[config.mk]
export PLATFORM = sky130hd
export DESIGN_NAME = serial_command_frame_receiver
export DESIGN_NICKNAME = d
export VERILOG_FILES = /design/src/sv/scfr_pkg.sv /design/src/sv/serial_command_frame_receiver.sv /design/src/sv/scfr_ram.sv /design/src/sv/scfr_dp.sv /design/src/sv/scfr_ctrl.sv
export SDC_FILE = /design/constraint.sdc
export NUM_CORES = 1
export LEC_CHECK = 0
export ABC_AREA = 1
export BUFFER_PORTS_ARGS = -buffer_cell sky130_fd_sc_hd__clkbuf_2
export CAP_MARGIN = 40
export CORE_MARGIN = 10
export CORE_UTILIZATION = 26
export CTS_CLUSTER_SIZE = 14
export DETAILED_ROUTE_END_ITERATION = 6
export HOLD_SLACK_MARGIN = 0.1
export SYNTH_ARGS = -nofsm -noshare
export SYNTH_HDL_FRONTEND = slang
export SYNTH_HIERARCHICAL = 1
export SYNTH_SLANG_ARGS = --single-unit
[constraint.sdc]
create_clock -name clock -period 5.1 [get_ports clock]
set_clock_uncertainty 0.05 [all_clocks]
set_input_delay 0.51 -clock clock [delete_from_list [all_inputs] [get_ports clock]]
set_output_delay 0.51 -clock clock [all_outputs]
set_load 0.03 [all_outputs]
[src/sv/scfr_pkg.sv]
package scfr_pkg;

   localparam int MAX_PACKET = 16;
   localparam int NUM_PORTS  = 8;

   // Payload buffer index and frame length widths follow from the buffer size.
   localparam int IDX_W  = $clog2(MAX_PACKET);
   localparam int LEN_W  = $clog2(MAX_PACKET + 1);
   // A two-digit port number reaches 99.
   localparam int PNUM_W = 7;

   localparam logic [7:0] HDR_BYTE  = 8'hAA;
   localparam logic [7:0] CMD_PROBE = 8'h00;
   localparam logic [7:0] CMD_DATA  = 8'h01;

   localparam logic [2:0] KIND_PROBE    = 3'd0;
   localparam logic [2:0] KIND_MSG      = 3'd1;
   localparam logic [2:0] KIND_EMPTY    = 3'd2;
   localparam logic [2:0] KIND_BAD_CMD  = 3'd3;
   localparam logic [2:0] KIND_BAD_PORT = 3'd4;
   localparam logic [2:0] KIND_BAD_LEN  = 3'd5;

   localparam logic [0:0] REG_PORT_ENABLE  = 1'd0;
   localparam logic [0:0] REG_CONSOLE_MASK = 1'd1;

   typedef struct packed {
      logic       load_len;
      logic       store_byte;
      logic       latch_port;
      logic       init_drain;
      logic       take_held;
      logic       advance_idx;
      logic       emit;
      logic [2:0] emit_kind;
      logic       emit_last;
   } dp_cmd_type;

   typedef struct packed {
      logic rx_is_hdr;
      logic rx_is_probe;
      logic rx_is_data;
      logic len_bad;
      logic frame_done;
      logic port_bad;
      logic port_console;
      logic msg_short;
      logic rd_zero;
      logic have_held;
      logic idx_at_end;
      logic out_free;
   } dp_status_type;

   function automatic logic is_digit(input logic [7:0] b);
      return b inside {[8'h30:8'h39]};
   endfunction

endpackage

[src/sv/serial_command_frame_receiver.sv]
// Serial command frame receiver.
// Input channel (req_): one received serial byte per beat on req_rx_byte. The block
// drops bytes until header 0xAA, then takes a command byte: 0x00 gives a probe
// result, 0x01 opens a data frame (length byte, then that many payload bytes),
// anything else gives a bad command result. A frame's first two bytes name the port;
// for an enabled console port the rest of the payload, up to the first zero byte,
// comes out one message byte per beat, with rsp_last set on the final one.
// Result channel (rsp_): kind, port_id, data_byte and last per beat, from an output
// register, so a result appears in the cycle after the byte or step that causes it.
// Header, command, length and payload bytes are taken back to back while the result
// port is free. After the final payload byte the block stops taking input while it
// decodes the port (S_DEC, then S_PORT) and drains each message byte from the payload
// buffer by a registered read (S_WAIT) and an evaluation (S_EVAL).
// When the receiver holds rsp_stall, the pending result stays on the port and the
// block waits; while such a result is held, the input side is stalled as well.
// Configuration (csr_): csr_ready is always high; index 0 writes the port-enable
// mask and index 1 the console-port mask. Reset returns to header hunting and
// clears both masks; the payload buffer needs no clearing.
module serial_command_frame_receiver (
   input  logic       clock,
   input  logic       reset,
   input  logic       req_valid,
   output logic       req_stall,
   input  logic [7:0] req_rx_byte,
   output logic       rsp_valid,
   input  logic       rsp_stall,
   output logic [2:0] rsp_kind,
   output logic [2:0] rsp_port_id,
   output logic [7:0] rsp_data_byte,
   output logic       rsp_last,
   input  logic       csr_valid,
   output logic       csr_ready,
   input  logic [0:0] csr_index,
   input  logic [7:0] csr_data
);
   import scfr_pkg::*;

   dp_cmd_type    cmd;
   dp_status_type status;
   logic          in_ready;

   // The controller sequences the frame phases and the buffer drain.
   scfr_ctrl u_ctrl (
      .clock     (clock),
      .reset     (reset),
      .req_valid (req_valid),
      .in_ready  (in_ready),
      .status    (status),
      .cmd       (cmd)
   );

   // The datapath holds the masks, frame counters, payload buffer and output register.
   scfr_dp u_dp (
      .clock         (clock),
      .reset         (reset),
      .rx_byte       (req_rx_byte),
      .cmd           (cmd),
      .status        (status),
      .csr_valid     (csr_valid),
      .csr_index     (csr_index),
      .csr_data      (csr_data),
      .rsp_stall     (rsp_stall),
      .rsp_valid     (rsp_valid),
      .rsp_kind      (rsp_kind),
      .rsp_port_id   (rsp_port_id),
      .rsp_data_byte (rsp_data_byte),
      .rsp_last      (rsp_last)
   );

   assign req_stall = !in_ready;
   // Register writes go straight into the mask registers, so the port never pushes back.
   assign csr_ready = 1'b1;

endmodule

[src/sv/scfr_ram.sv]
module scfr_ram #(
   parameter int WIDTH = 8,
   parameter int DEPTH = 16
) (
   input  logic                     clock,
   input  logic                     wr_en,
   input  logic [$clog2(DEPTH)-1:0] wr_addr,
   input  logic [WIDTH-1:0]         wr_data,
   input  logic [$clog2(DEPTH)-1:0] rd_addr,
   output logic [WIDTH-1:0]         rd_data
);

   logic [WIDTH-1:0] mem_ff [DEPTH];
   logic [WIDTH-1:0] rd_data_ff;

   always_ff @(posedge clock) begin
      if (wr_en) begin
         mem_ff[wr_addr] <= wr_data;
      end
      rd_data_ff <= mem_ff[rd_addr];
   end

   assign rd_data = rd_data_ff;

endmodule

[src/sv/scfr_dp.sv]
module scfr_dp (
   input  logic                   clock,
   input  logic                   reset,
   input  logic [7:0]             rx_byte,
   input  scfr_pkg::dp_cmd_type   cmd,
   output scfr_pkg::dp_status_type status,
   input  logic                   csr_valid,
   input  logic [0:0]             csr_index,
   input  logic [7:0]             csr_data,
   input  logic                   rsp_stall,
   output logic                   rsp_valid,
   output logic [2:0]             rsp_kind,
   output logic [2:0]             rsp_port_id,
   output logic [7:0]             rsp_data_byte,
   output logic                   rsp_last
);
   import scfr_pkg::*;

   logic [7:0]        enable_ff, enable_in;
   logic [7:0]        console_ff, console_in;
   logic [LEN_W-1:0]  len_ff, len_in;
   logic [LEN_W-1:0]  offset_ff, offset_in;
   logic [7:0]        b0_ff, b0_in;
   logic [7:0]        b1_ff, b1_in;
   logic [PNUM_W-1:0] port_ff, port_in;
   logic [IDX_W-1:0]  rd_idx_ff, rd_idx_in;
   logic [7:0]        held_ff, held_in;
   logic              have_held_ff, have_held_in;
   logic              rsp_valid_ff, rsp_valid_in;
   logic [2:0]        kind_ff, kind_in;
   logic [2:0]        port_id_ff, port_id_in;
   logic [7:0]        data_ff, data_in;
   logic              last_ff, last_in;

   logic [7:0]        rd_data;
   logic [PNUM_W-1:0] port_dec;
   logic [PNUM_W-1:0] d0_ext;
   logic [PNUM_W-1:0] d1_ext;
   logic              out_free;

   scfr_ram #(.WIDTH(8), .DEPTH(MAX_PACKET)) u_payload_ram (
      .clock   (clock),
      .wr_en   (cmd.store_byte),
      .wr_addr (offset_ff[IDX_W-1:0]),
      .wr_data (rx_byte),
      .rd_addr (rd_idx_ff),
      .rd_data (rd_data)
   );

   // Port number from the two leading payload bytes.
   always_comb begin
      d0_ext = {{(PNUM_W-4){1'b0}}, b0_ff[3:0]};
      d1_ext = {{(PNUM_W-4){1'b0}}, b1_ff[3:0]};
      if (!is_digit(b0_ff)) begin
         port_dec = '0;
      end else if ((len_ff >= LEN_W'(2)) && is_digit(b1_ff)) begin
         port_dec = (d0_ext << 3) + (d0_ext << 1) + d1_ext;
      end else begin
         port_dec = d0_ext;
      end
   end

   assign out_free = !rsp_valid_ff || !rsp_stall;

   always_comb begin
      enable_in    = enable_ff;
      console_in   = console_ff;
      len_in       = len_ff;
      offset_in    = offset_ff;
      b0_in        = b0_ff;
      b1_in        = b1_ff;
      port_in      = port_ff;
      rd_idx_in    = rd_idx_ff;
      held_in      = held_ff;
      have_held_in = have_held_ff;
      rsp_valid_in = rsp_valid_ff && rsp_stall;
      kind_in      = kind_ff;
      port_id_in   = port_id_ff;
      data_in      = data_ff;
      last_in      = last_ff;

      if (csr_valid) begin
         case (csr_index)
            REG_PORT_ENABLE:  enable_in  = csr_data;
            REG_CONSOLE_MASK: console_in = csr_data;
            default: ;
         endcase
      end

      if (cmd.load_len) begin
         len_in    = rx_byte[LEN_W-1:0];
         offset_in = '0;
      end
      if (cmd.store_byte) begin
         offset_in = offset_ff + LEN_W'(1);
         if (offset_ff == LEN_W'(0)) begin
            b0_in = rx_byte;
         end
         if (offset_ff == LEN_W'(1)) begin
            b1_in = rx_byte;
         end
      end
      if (cmd.latch_port) begin
         port_in = port_dec;
      end
      if (cmd.init_drain) begin
         rd_idx_in    = IDX_W'(2);
         have_held_in = 1'b0;
      end
      if (cmd.take_held) begin
         held_in      = rd_data;
         have_held_in = 1'b1;
      end
      if (cmd.advance_idx) begin
         rd_idx_in = rd_idx_ff + IDX_W'(1);
      end

      if (cmd.emit) begin
         rsp_valid_in = 1'b1;
         kind_in      = cmd.emit_kind;
         last_in      = cmd.emit_last;
         port_id_in   = '0;
         data_in      = '0;
         if (cmd.emit_kind inside {KIND_MSG, KIND_EMPTY}) begin
            port_id_in = port_ff[2:0];
         end
         if (cmd.emit_kind == KIND_MSG) begin
            data_in = held_ff;
         end
      end
   end

   always_ff @(posedge clock) begin
      if (reset) begin
         enable_ff    <= '0;
         console_ff   <= '0;
         len_ff       <= '0;
         offset_ff    <= '0;
         have_held_ff <= 1'b0;
         rsp_valid_ff <= 1'b0;
      end else begin
         enable_ff    <= enable_in;
         console_ff   <= console_in;
         len_ff       <= len_in;
         offset_ff    <= offset_in;
         have_held_ff <= have_held_in;
         rsp_valid_ff <= rsp_valid_in;
      end
      b0_ff      <= b0_in;
      b1_ff      <= b1_in;
      port_ff    <= port_in;
      rd_idx_ff  <= rd_idx_in;
      held_ff    <= held_in;
      kind_ff    <= kind_in;
      port_id_ff <= port_id_in;
      data_ff    <= data_in;
      last_ff    <= last_in;
   end

   always_comb begin
      status.rx_is_hdr    = (rx_byte == HDR_BYTE);
      status.rx_is_probe  = (rx_byte == CMD_PROBE);
      status.rx_is_data   = (rx_byte == CMD_DATA);
      status.len_bad      = (rx_byte == 8'd0) || (rx_byte > 8'(MAX_PACKET));
      status.frame_done   = ({1'b0, offset_ff} + (LEN_W+1)'(1)) >= {1'b0, len_ff};
      status.port_bad     = (port_ff >= PNUM_W'(NUM_PORTS)) || !enable_ff[port_ff[2:0]];
      status.port_console = console_ff[port_ff[2:0]];
      status.msg_short    = (len_ff <= LEN_W'(2));
      status.rd_zero      = (rd_data == 8'd0);
      status.have_held    = have_held_ff;
      status.idx_at_end   = ({{(LEN_W-IDX_W){1'b0}}, rd_idx_ff} + LEN_W'(1)) >= len_ff;
      status.out_free     = out_free;
   end

   assign rsp_valid     = rsp_valid_ff;
   assign rsp_kind      = kind_ff;
   assign rsp_port_id   = port_id_ff;
   assign rsp_data_byte = data_ff;
   assign rsp_last      = last_ff;

endmodule

[src/sv/scfr_ctrl.sv]
module scfr_ctrl (
   input  logic                    clock,
   input  logic                    reset,
   input  logic                    req_valid,
   output logic                    in_ready,
   input  scfr_pkg::dp_status_type status,
   output scfr_pkg::dp_cmd_type    cmd
);
   import scfr_pkg::*;

   localparam logic [2:0] S_HDR  = 3'd0;
   localparam logic [2:0] S_CMD  = 3'd1;
   localparam logic [2:0] S_LEN  = 3'd2;
   localparam logic [2:0] S_PAY  = 3'd3;
   localparam logic [2:0] S_DEC  = 3'd4;
   localparam logic [2:0] S_PORT = 3'd5;
   localparam logic [2:0] S_WAIT = 3'd6;
   localparam logic [2:0] S_EVAL = 3'd7;
   // A held byte waiting to go out as the final message byte reuses the
   // decode slot, which otherwise latches the port and always moves on to S_PORT.
   localparam logic [2:0] S_LAST = 3'd4;

   logic [2:0] state_ff, state_in;
   logic       last_pending_ff, last_pending_in;
   logic       accept;

   assign in_ready = (state_ff inside {S_HDR, S_CMD, S_LEN, S_PAY}) && status.out_free;
   assign accept   = req_valid && in_ready;

   always_comb begin
      state_in        = state_ff;
      last_pending_in = last_pending_ff;
      cmd             = '0;

      case (state_ff)
         S_HDR: begin
            if (accept && status.rx_is_hdr) begin
               state_in = S_CMD;
            end
         end
         S_CMD: begin
            if (accept) begin
               if (status.rx_is_probe) begin
                  cmd.emit      = 1'b1;
                  cmd.emit_kind = KIND_PROBE;
                  cmd.emit_last = 1'b1;
                  state_in      = S_HDR;
               end else if (status.rx_is_data) begin
                  state_in = S_LEN;
               end else begin
                  cmd.emit      = 1'b1;
                  cmd.emit_kind = KIND_BAD_CMD;
                  cmd.emit_last = 1'b1;
                  state_in      = S_HDR;
               end
            end
         end
         S_LEN: begin
            if (accept) begin
               if (status.len_bad) begin
                  cmd.emit      = 1'b1;
                  cmd.emit_kind = KIND_BAD_LEN;
                  cmd.emit_last = 1'b1;
                  state_in      = S_HDR;
               end else begin
                  cmd.load_len = 1'b1;
                  state_in     = S_PAY;
               end
            end
         end
         S_PAY: begin
            if (accept) begin
               cmd.store_byte = 1'b1;
               if (status.frame_done) begin
                  last_pending_in = 1'b0;
                  state_in        = S_DEC;
               end
            end
         end
         S_DEC: begin
            if (last_pending_ff) begin
               if (status.out_free) begin
                  cmd.emit        = 1'b1;
                  cmd.emit_kind   = KIND_MSG;
                  cmd.emit_last   = 1'b1;
                  last_pending_in = 1'b0;
                  state_in        = S_HDR;
               end
            end else begin
               cmd.latch_port = 1'b1;
               state_in       = S_PORT;
            end
         end
         S_PORT: begin
            if (status.port_bad) begin
               if (status.out_free) begin
                  cmd.emit      = 1'b1;
                  cmd.emit_kind = KIND_BAD_PORT;
                  cmd.emit_last = 1'b1;
                  state_in      = S_HDR;
               end
            end else if (!status.port_console) begin
               state_in = S_HDR;
            end else if (status.msg_short) begin
               if (status.out_free) begin
                  cmd.emit      = 1'b1;
                  cmd.emit_kind = KIND_EMPTY;
                  cmd.emit_last = 1'b1;
                  state_in      = S_HDR;
               end
            end else begin
               cmd.init_drain = 1'b1;
               state_in       = S_WAIT;
            end
         end
         S_WAIT: begin
            state_in = S_EVAL;
         end
         S_EVAL: begin
            if (status.rd_zero) begin
               if (status.out_free) begin
                  cmd.emit      = 1'b1;
                  cmd.emit_kind = status.have_held ? KIND_MSG : KIND_EMPTY;
                  cmd.emit_last = 1'b1;
                  state_in      = S_HDR;
               end
            end else if (!status.have_held || status.out_free) begin
               // The held byte goes out only once its successor is known.
               cmd.emit      = status.have_held;
               cmd.emit_kind = KIND_MSG;
               cmd.emit_last = 1'b0;
               cmd.take_held = 1'b1;
               if (status.idx_at_end) begin
                  last_pending_in = 1'b1;
                  state_in        = S_LAST;
               end else begin
                  cmd.advance_idx = 1'b1;
                  state_in        = S_WAIT;
               end
            end
         end
         default: begin
            state_in = S_HDR;
         end
      endcase
   end

   always_ff @(posedge clock) begin
      if (reset) begin
         state_ff        <= S_HDR;
         last_pending_ff <= 1'b0;
      end else begin
         state_ff        <= state_in;
         last_pending_ff <= last_pending_in;
      end
   end

   a_emit_needs_room: assert property (@(posedge clock) disable iff (reset)
      cmd.emit |-> status.out_free)
      else $error("result issued while the output register was occupied");

   a_advance_then_wait: assert property (@(posedge clock) disable iff (reset)
      cmd.advance_idx |=> state_ff == S_WAIT)
      else $error("buffer read not given a cycle to settle");

   a_frame_end_decodes: assert property (@(posedge clock) disable iff (reset)
      (accept && state_ff == S_PAY && status.frame_done) |=>
      (state_ff == S_DEC && !last_pending_ff))
      else $error("frame end did not start port decode");

   a_no_drain_on_input: assert property (@(posedge clock) disable iff (reset)
      cmd.store_byte |-> !(cmd.take_held || cmd.advance_idx || cmd.init_drain))
      else $error("buffer write overlapped with a drain step");

endmodule
==> run metrics, run 1 <==
status=finished clean; Layout Cells excl Fill=roughly 1.6k; count of port buffers added during placement=38; Die Area=47400 sq um; Total GRT Usage=around a tenth; initial antenna violation count=1; cells along the critical path=buf_4, ha_1, nand2_1, nor2_1, ha_1, nand2_1, inv_1, nand4_1, o2111ai_1, nor4_1, inv_1, or2_2; area grow syn2layout=14.1%; Initial Util=a little over a quarter; DRT antenna net count=0; number of setup buffers added after CTS=0; WP data required=5310 ps; Die Ht=218 um; Final Critical Period=2800 ps; hold slack final=205 ps; Finished Core Util=30.0%; clock slew at reported path FFs=60 ps; Yosys warning count=6; Async SR Flop Fraction=0%; Place WS=2220 ps; CTS resizes=0; pins over their slew limit=0; worst slew pin tran=roughly 870 ps; sequential-to-total area share from yosys stat=approximately three fifths; DP Cell Count=1604; layout cells sized above 1=between 10 and 15%; number of global-route vias before repair=6882; Tcrit/Tclk final=54.8%; Iter 0 DRT Violations=595; Seq cells post-synth=between 200 and 250; Area after DPL=10900 sq um; Ports=40; cell count after synthesis=1070; final setup TNS=0 ps; Global Route met2 Usage=15.7%; share of the synthesized area in the top cell type=52.6%; Vias/cell=between 4 and 5; met3 Use GR=about 1.6%; Clock Tree Buf Depth=3; post-detailed-placement half-perimeter wirelength=15200 um; max-cap check violation count=0; NumNets Final=1155; row cnt=72; unrepaired setup endpoints after global routing=false; total gr overflow=0; Yosys cell types=48; Routed WL=approximately 23000 um; EDFF count, synth=178; drt first pass iters=5; slowest CP cell=buf_4; Netlist Area Pre-Place=10200 sq um; CP arrival=3000 ps; CP max FO=35; post-route cell area=11600 sq um; Relative slew margins=42.1%; worst-skew pair later-pin latency=510 ps; Pwr Density=309 nW/um^2; setup violators final=0; clk root buf=clkbuf_16; Top FF cell, synth=edfxtp_1; DRC violations left=0; Placer Congestion=0.854; CP endpoint kind=flop; GRT met1 Usage=12.6%; # hold bufs at CTS=0; crit path kind=reg -> reg; Max IR drop VDD=197 uV; Die W=218 um; H-tree depth=1; vias post-DR=7066; syn_area_per_cell=9.49 sq um; top-count cell post-synth=nand2_1; core area=38600 sq um; syn nets=approximately 1.1k; Worst path max stage delay=390 ps; largest area contributor in the netlist=edfxtp_1; Tot Pwr=3.58 mW; CTS tree=yes; # clock sinks=218; global-route wire length before repair=around 37000 um; Synth top cells by count=nand2_1, edfxtp_1, inv_1; HP Class=in -> reg; final worst slack=about 2300 ps; total CTS buffers=22; Avg WL per Cell=between 10 and 15 um; final hold vios=0; ranking of synthesized cells by area=edfxtp_1, nand2_1, dfxtp_1, nand3_1, inv_1; ant diodes=0; FMAX=358 MHz; gr busiest metal=met2; CP startpoint kind=flop; Leak Pwr=4.82 nW; pin count of the biggest net entering global routing=67
-- worst paths after layout --
| check | startpoint | end | slack (ps) | cells past startpoint |
|---|---|---|---|---|
| max reg2reg | u_dp/rd_idx_ff[1] | u_dp/rd_idx_ff[1] | 2300 | 12 |
| min | csr_data[0] | u_dp/enable_ff[0] | 210 | 3 |
| min reg2reg | u_dp/u_payload_ram/rd_data[5] | u_dp/held_ff[5] | 380 | 0 |
| max | u_dp/rd_idx_ff[1] | u_dp/rd_idx_ff[1] | 2300 | 12 |
-- sequential cells by signal, indices dropped and copies added (netlist names) --
register and flops:
u_dp/len_ff 5, u_dp/rsp_valid 1, u_dp/held_ff 8, u_dp/offset_ff 5
u_dp/u_payload_ram/mem_ff 128, u_dp/enable_ff 8, u_dp/console_ff 8, u_dp/b1_ff 8
u_dp/port_ff 7, u_dp/b0_ff 8, u_dp/rsp_last 1, u_dp/u_payload_ram/rd_data 8
u_dp/rsp_kind 3, u_dp/rd_idx_ff 4, u_ctrl/last_pending_ff 1, u_dp/have_held_ff 1
u_dp/rsp_data_byte 8, u_dp/rsp_port_id 3, u_ctrl/state_ff 3
-- cells in the final DEF (no fill, tap or decap), drive strengths merged --
master,n
nand2,255
edfxtp,178
inv,178
nand3,136
nor2,117
clkbuf,72
dfxtp,40
o21ai,36
a21oi,25
ha,21
buf,14
nand4,12
clkinv,6
nor4,5
nor3,5
nand3b,3
o22ai,3
or2,2
xor2,2
fa,2
xnor2,2
conb,1
o21a,1
o31ai,1
o311ai,1
a211o,1
o21bai,1
and2,1
a21o,1
o2111ai,1
a21boi,1
a211oi,1
nor2b,1
-- power by group --
| group | switching (mW) | internal [mW] | leakage [nW] |
|---|---|---|---|
| Sequential | 0.00426 | 1.93 | 1.97 |
| Clock | 0.656 | 0.927 | 0.362 |
| Combinational | 0.0510 | 0.0178 | 2.49 |
| Total | 0.712 | 2.87 | 4.82 |
-- cell type report --
| type | instances | area (sq um) |
|---|---|---|
| Fill cell | 3943 | 27100 |
| Clock buffer | 34 | 682 |
| Sequential cell | 218 | 6150 |
| Inverter | 178 | 678 |
| Tap cell | 518 | 648 |
| Multi-Input combinational cell | 638 | 3080 |
| Timing Repair Buffer | 52 | 300 |
| Clock inverter | 6 | 46.3 |
-- layer usage --
layer	share of wire [%]	wire length, um
met1	46	10400
met3	5.9	1350
met5	0.057	13
met2	47	10700
met4	1.6	364
-- critical path, delay by kind of cell, from the launching register on --
family	cells	cell delay, ps
AO/OA/AOI/OAI	1	150
flip-flops	1	330
AND/OR/NAND/NOR	6	930
buffers and inverters	3	560
adder cells (fa/ha/maj)	2	530
-- cells by family (layout without fill, tap and decap cells) --
| family | count (synthesis) | count (layout) | synth area share (%) |
|---|---|---|---|
| other | 1 | 1 | 0.0369 |
| AOI/OAI and AO/OA | 73 | 73 | 4.00 |
| and+or+nand+nor | 537 | 537 | 22.9 |
| xor gates and xnor gates | 4 | 4 | 0.419 |
| buffers and inverters | 214 | 270 | 9.12 |
| DFF | 218 | 218 | 60.5 |
| adders and majority gates | 23 | 23 | 2.98 |
(Power assumes the default switching activity.)
==> run 2, diff against run 1 <==
Clock period 5.1 ns to 2.5 ns, I/O delays scaled along.
==> run metrics, run 2 (synthesized netlist as in run 1, its figures left out) <==
Ports=40 (unchanged); CP arrival=2700 ps (-300 ps); DRC violations left=0 (unchanged); Switching Power=1.51 mW (+110%); layout cells sized above 1=15.3% (+4.1 points); commonest non-fill, non-tap cell in the layout=nand2_1; Final Critical Period=2480 ps (-320 ps); Biggest register=u_dp/u_payload_ram/mem_ff; NumNets Final=1211 (+4.8%); gr busiest metal=met2; worst-skew pair later-pin latency=530 ps (+20 ps); met3 Use GR=1.61% (-0.028 points); # clock sinks=218 (unchanged); CTS tree=yes; Die W=218 um (unchanged); total gr overflow=0 (unchanged); Clock Tree Buf Depth=3 (unchanged); unrepaired setup endpoints after global routing=true; vias post-DR=7376 (+4.4%); DRT antenna net count=0 (unchanged); Placer Congestion=0.867 (+1.6%); Global Route met2 Usage=16.7% (+0.98 points); post-detailed-placement half-perimeter wirelength=16000 um (+5.5%); Leak Pwr=5.12 nW (+6.2%); Tcrit/Tclk final=99.0% (+44 points); Total GRT Usage=9.76% (+0.23 points); Int Pwr=6.05 mW (+110%); Place WS=67.5 ps (-2150 ps); setup violators final=0 (unchanged); FMAX=404 MHz (+13%); crit path to=u_dp/rd_idx_ff[1]; # fillers=3922 (-0.53%); GRT met1 Usage=12.3% (-0.23 points); FF-to-FF Start=u_dp/rd_idx_ff[1]; HP Class=in -> reg; Die Ht=218 um (unchanged); sequential group share of total power=52.1% (-1.8 points); commonest non-fill, non-tap cells in the layout=nand2_1, edfxtp_1, inv_1; WP data required=2720 ps (-2590 ps); total CTS buffers=23 (+4.5%); initial antenna violation count=1 (unchanged); sw frac=20.0% (+0.086 points); reg2reg path depth=9 (-3); pin count of the biggest net entering global routing=46 (-31%); final setup TNS=0 ps (unchanged); Avg WL per Cell=14.0 um (+0.56%); row cnt=72 (unchanged); Iter 0 DRT Violations=502 (-16%); Pwr Density=620 nW/um^2 (+100%); status=finished clean; Sequential Area=6150 sq um (about the same); final hold vios=0 (unchanged); worst slew pin tran=675 ps (-191 ps); final worst slack=24.6 ps (-2280 ps); Clk network pwr share=45.6% (+1.4 points); Max IR drop VDD=446 uV (+130%); Routed WL=23800 um (+4.0%); core area=38600 sq um (unchanged); worst r2r dst=u_dp/rd_idx_ff[1]; Relative slew margins=55.0% (+13 points); area of the multi-input gates=3160 sq um (+2.5%); crit path kind=reg -> reg; count of port buffers added during placement=38 (unchanged); Largest register FFs=128 (unchanged); CP startpoint=u_dp/rd_idx_ff[1]; area grow syn2layout=20.1%; CP endpoint kind=flop; pins over their slew limit=0 (unchanged); ant diodes=0 (unchanged); global-route wire length before repair=37400 um (+1.1%); number of global-route vias before repair=7029 (+2.1%); clock slew at reported path FFs=60 ps (about the same); clk root buf=clkbuf_16; CP startpoint kind=flop; H-tree depth=1 (unchanged); setup slack, reg-to-reg=20 ps (-2280 ps); Vias/cell=4.34 (+0.89%); Initial Util=26.3% (unchanged); combinational power share=2.4% (+0.5 points); Die Area=47400 sq um (unchanged); max-cap check violation count=0 (unchanged); CP max FO=3 (-91%); drt first pass iters=5 (unchanged)
[run 2: cell count changes in the layout (fill, tap and decap cells not counted), sizes merged]
cell         before  now
buf              14   49
clkbuf           72   68
bufinv            0    3
dlygate4sd3       0   20
inv             178  181
[run 2: cell type report]
cell class	instances	share of cell area, %
Sequential cell	218	50.4
Multi-Input combinational cell	638	25.9
Timing Repair Buffer	107	6.45
Inverter	178	5.56
Tap cell	518	5.32
Clock buffer	30	5.02
Clock inverter	12	1.29
[run 2: per-layer routing]
metal	wire, um	up-vias
li1	-	3690
met1	10500	3489
met2	11600	168
met3	1280	27
met4	454	2
met5	13	-
[run 2: what timing repair did]
action | in CTS | in global routing
setup buffers | 0 | 6
hold buffers | 20 | 0
endpoints found under the setup margin | 0 | 14
resized for setup | 0 | 24
endpoints found under the hold margin | 36 | 0
[run 2: how the worst min path moves through the flow]
| stage | startpoint | to | slack, ps | cells past startpoint |
|---|---|---|---|---|
| after global placement | u_dp/u_payload_ram/rd_data[5] | u_dp/held_ff[5] | 370 | 0 |
| after CTS | csr_index | u_dp/enable_ff[0] | 110 | 4 |
| final | csr_index | u_dp/enable_ff[0] | 120 | 4 |
| after floorplan | reset | u_ctrl/last_pending_ff | 270 | 1 |
| after detailed placement | u_dp/u_payload_ram/rd_data[7] | u_dp/held_ff[7] | 370 | 0 |
| after global routing | csr_valid | u_dp/console_ff[2] | 140 | 4 |
[run 2: power by group through the flow]
stage	combinational, mW	sequential (mW)	clock, mW
CTS	0.179	3.94	3.53
finish	0.178	3.94	3.44
global placement	0.151	4.01	0
global route	0.196	3.94	3.69
floorplan	0.0561	4.01	0
detailed placement	0.154	4.01	0
[run 2: worst max-delay path, cell delays in order (launching register included)]
cell and delay, ps:
edfxtp_1 450, ha_2 250, nor2_4 110, nor2_2 50, ha_1 330, a21oi_2 160, o2111ai_2 140, nor4_2 300
inv_1 130, or2_4 260
[run 2: through the flow]
step                      instance area (sq um)  utilization, %  hold slack [ps]  instances  total power, mW
after CTS                                 12100            31.2              106       1695             7.65
after global placement                    11100            28.7              365       1633             4.17
final                                     12200            31.6              118       1701             7.56
after floorplan                           10200               -              269       1070             4.07
after detailed placement                  11100            28.7              367       1633             4.17
after global routing                      12200            31.6              138       1701             7.82
==> run 3, diff against run 2 <==
Settings changed: SYNTH_HIERARCHICAL 1 to not set.
==> run metrics, run 3 <==
ranking of synthesized cells by area=edfxtp_1, dfxtp_1, nor2_1, o21ai_0, nand2_1; Top FF cell, synth=edfxtp_1; clk root buf=clkbuf_16; # hold bufs at CTS=10 (-50%); reg2reg path depth=9 (unchanged); Die W=212 um (-2.8%); Leak Pwr=4.23 nW (-17%); Yosys cell types=44 (-8.3%); Relative slew margins=57.2% (+2.2 points); total CTS buffers=23 (unchanged); initial antenna violation count=0 (-1); final setup TNS=0 ps (unchanged); HP Class=in -> reg; vias post-DR=6741 (-8.6%); Initial Util=26.2% (-0.087 points); CP max FO=2 (-1); FMAX=424 MHz (+5.0%); Max IR drop VDD=418 uV (-6.2%); unrepaired setup endpoints after global routing=false; # clock sinks=218 (unchanged); sequential-to-total area share from yosys stat=64.4% (+3.9 points); Crit path buffers/inverters=2 (+1); slowest CP cell=fa_1; worst slew pin tran=640 ps (-34.4 ps); drt first pass iters=5 (unchanged); Iter 0 DRT Violations=470 (-6.4%); Yosys warning count=0 (-6); Pwr Density=765 nW/um^2 (+23%); global-route wire length before repair=36100 um (-3.3%); Die Area=44800 sq um (-5.5%); max-cap check violation count=0 (unchanged); Routed WL=22900 um (-4.0%); DP Cell Count=1421 (-13%); number of setup buffers added after CTS=0 (unchanged); row cnt=70 (-2.8%); Clock Tree Buf Depth=3 (unchanged); EDFF count, synth=178 (unchanged); top-count cell post-synth=nor2_1; post-route cell area=11300 sq um (-7.4%); CP endpoint kind=flop; Area after DPL=10500 sq um (-5.7%); Async SR Flop Fraction=0% (unchanged); worst-skew pair later-pin latency=530 ps (about the same); count of port buffers added during placement=38 (unchanged); syn_area_per_cell=10.5 sq um (+11%); WP data required=2720 ps (about the same); Worst path most repeated cell=nand2_1; setup violators final=0 (unchanged); cell count after synthesis=909 (-15%); Total GRT Usage=10.0% (+0.26 points); area of the multi-input gates=2980 sq um (-5.6%); CP arrival=2580 ps (-120 ps); core area=36400 sq um (-5.7%); Sequential Area=6150 sq um (about the same); CTS tree=yes; Tcrit/Tclk final=94.3% (-4.7 points); Layout Cells excl Fill=1473 (-13%); cells along the critical path=fa_1, fa_1, nand2_1, inv_1, o21ai_0, nand2_1, xor2_1, nand2_1, inv_1; Vias/cell=4.58 (+5.5%); Crit path depth=9 (unchanged); commonest non-fill, non-tap cells in the layout=nor2_1, edfxtp_1, nand2_1; final hold vios=0 (unchanged); pin count of the biggest net entering global routing=65 (+41%); post-detailed-placement half-perimeter wirelength=15300 um (-4.3%); setup slack, reg-to-reg=140 ps (+120 ps); Die Ht=212 um (-2.8%); area grow syn2layout=18.3%; H-tree depth=1 (unchanged); NumNets Final=1034 (-15%); Netlist Area Pre-Place=9540 sq um (-6.0%); # fillers=3714 (-5.3%); pins over their slew limit=0 (unchanged); largest area contributor in the netlist=edfxtp_1; CTS resizes=0 (unchanged); Tot Pwr=8.63 mW (+14%); Synth top cells by count=nor2_1, edfxtp_1, nand2_1; DRC violations left=0 (unchanged); Ports=40 (unchanged); CP startpoint kind=flop; Biggest register=u_dp.u_payload_ram.mem_ff; layout cells sized above 1=14.7% (-0.57 points); Final Critical Period=2360 ps (-118 ps); Placer Congestion=0.871 (+0.51%); Avg WL per Cell=15.5 um (+11%); Min-Delay Path Depth=3 (-1); total gr overflow=0 (unchanged); Largest register FFs=128 (unchanged); DRT antenna net count=0 (unchanged); crit-path leading delay family=adder cells; number of global-route vias before repair=6531 (-7.1%); Finished Core Util=31.0% (-0.58 points); ant diodes=0 (unchanged); crit path kind=reg -> reg; clock slew at reported path FFs=60 ps (about the same); Seq cells post-synth=218 (unchanged); commonest non-fill, non-tap cell in the layout=nor2_1; share of the synthesized area in the top cell type=56.0% (+3.4 points); status=finished clean; syn nets=955 (-14%); Worst path max stage delay=550 ps (+100 ps)
==> run 3: routing by layer <==
layer	vias up	share of wire, %	routed length, um	GRT usage, %
met5	-	0	0	0
met4	0	2.0	457	3.00
met3	30	5.8	1330	1.33
met2	168	46	10600	16.5
met1	3234	46	10500	13.4
li1	3309	-	-	-
==> run 3: kinds of logic (layout without fill, tap and decap cells) <==
| logic type | Yosys count | in the layout | synth area share, % |
|---|---|---|---|
| AND/OR/NAND/NOR | 377 | 377 | 16.7 |
| flip-flops | 218 | 218 | 64.4 |
| AO/OA/AOI/OAI | 185 | 185 | 10.7 |
| buffers and inverters | 99 | 195 | 4.33 |
| adder cells (fa/ha/maj) | 24 | 24 | 3.30 |
| XOR/XNOR | 5 | 5 | 0.459 |
| other | 1 | 1 | 0.0393 |
==> run 3: through the flow <==
step / setup WS, ps / hold slack [ps]
final: 142 / 107
after global routing: 23.7 / 129
after CTS: 162 / 121
after detailed placement: 174 / 366
after global placement: 221 / 365
after floorplan: 209 / 299
==> run 3: worst register-to-register path, cell delays in order (launching register included) <==
cell	delay (ps)
edfxtp_1	430
fa_1	550
fa_1	460
nand2_1	80
inv_1	50
o21ai_0	170
nand2_1	90
xor2_1	150
nand2_1	60
inv_1	40
==> run 3: layout make-up <==
| cell class | count | area share, % |
|---|---|---|
| clock buffers | 27 | 5.23 |
| clock inverters | 15 | 1.22 |
| flip-flops and latches | 218 | 54.5 |
| well taps | 468 | 5.19 |
| repair buffers | 84 | 5.08 |
| multi-input cells | 592 | 26.4 |
| inverters | 69 | 2.38 |
==> run 3: report_power, final <==
group          leakage (nW)  total [mW]  switching (mW)  internal (mW)
registers              1.93        4.22          0.0878           4.13
logic                  1.94        1.09           0.783          0.309
clock network         0.368        3.32            1.41           1.91
==> run 3: path summary, 6_finish.rpt <==
path | to | startpoint
setup / recovery | u_dp.port_ff[6] | u_dp.b1_ff[3]
hold / removal | u_dp.len_ff[0] | req_rx_byte[0]
setup reg to reg | u_dp.port_ff[6] | u_dp.b1_ff[3]
hold reg to reg | u_dp.held_ff[5] | u_dp.u_payload_ram.rd_data[5]
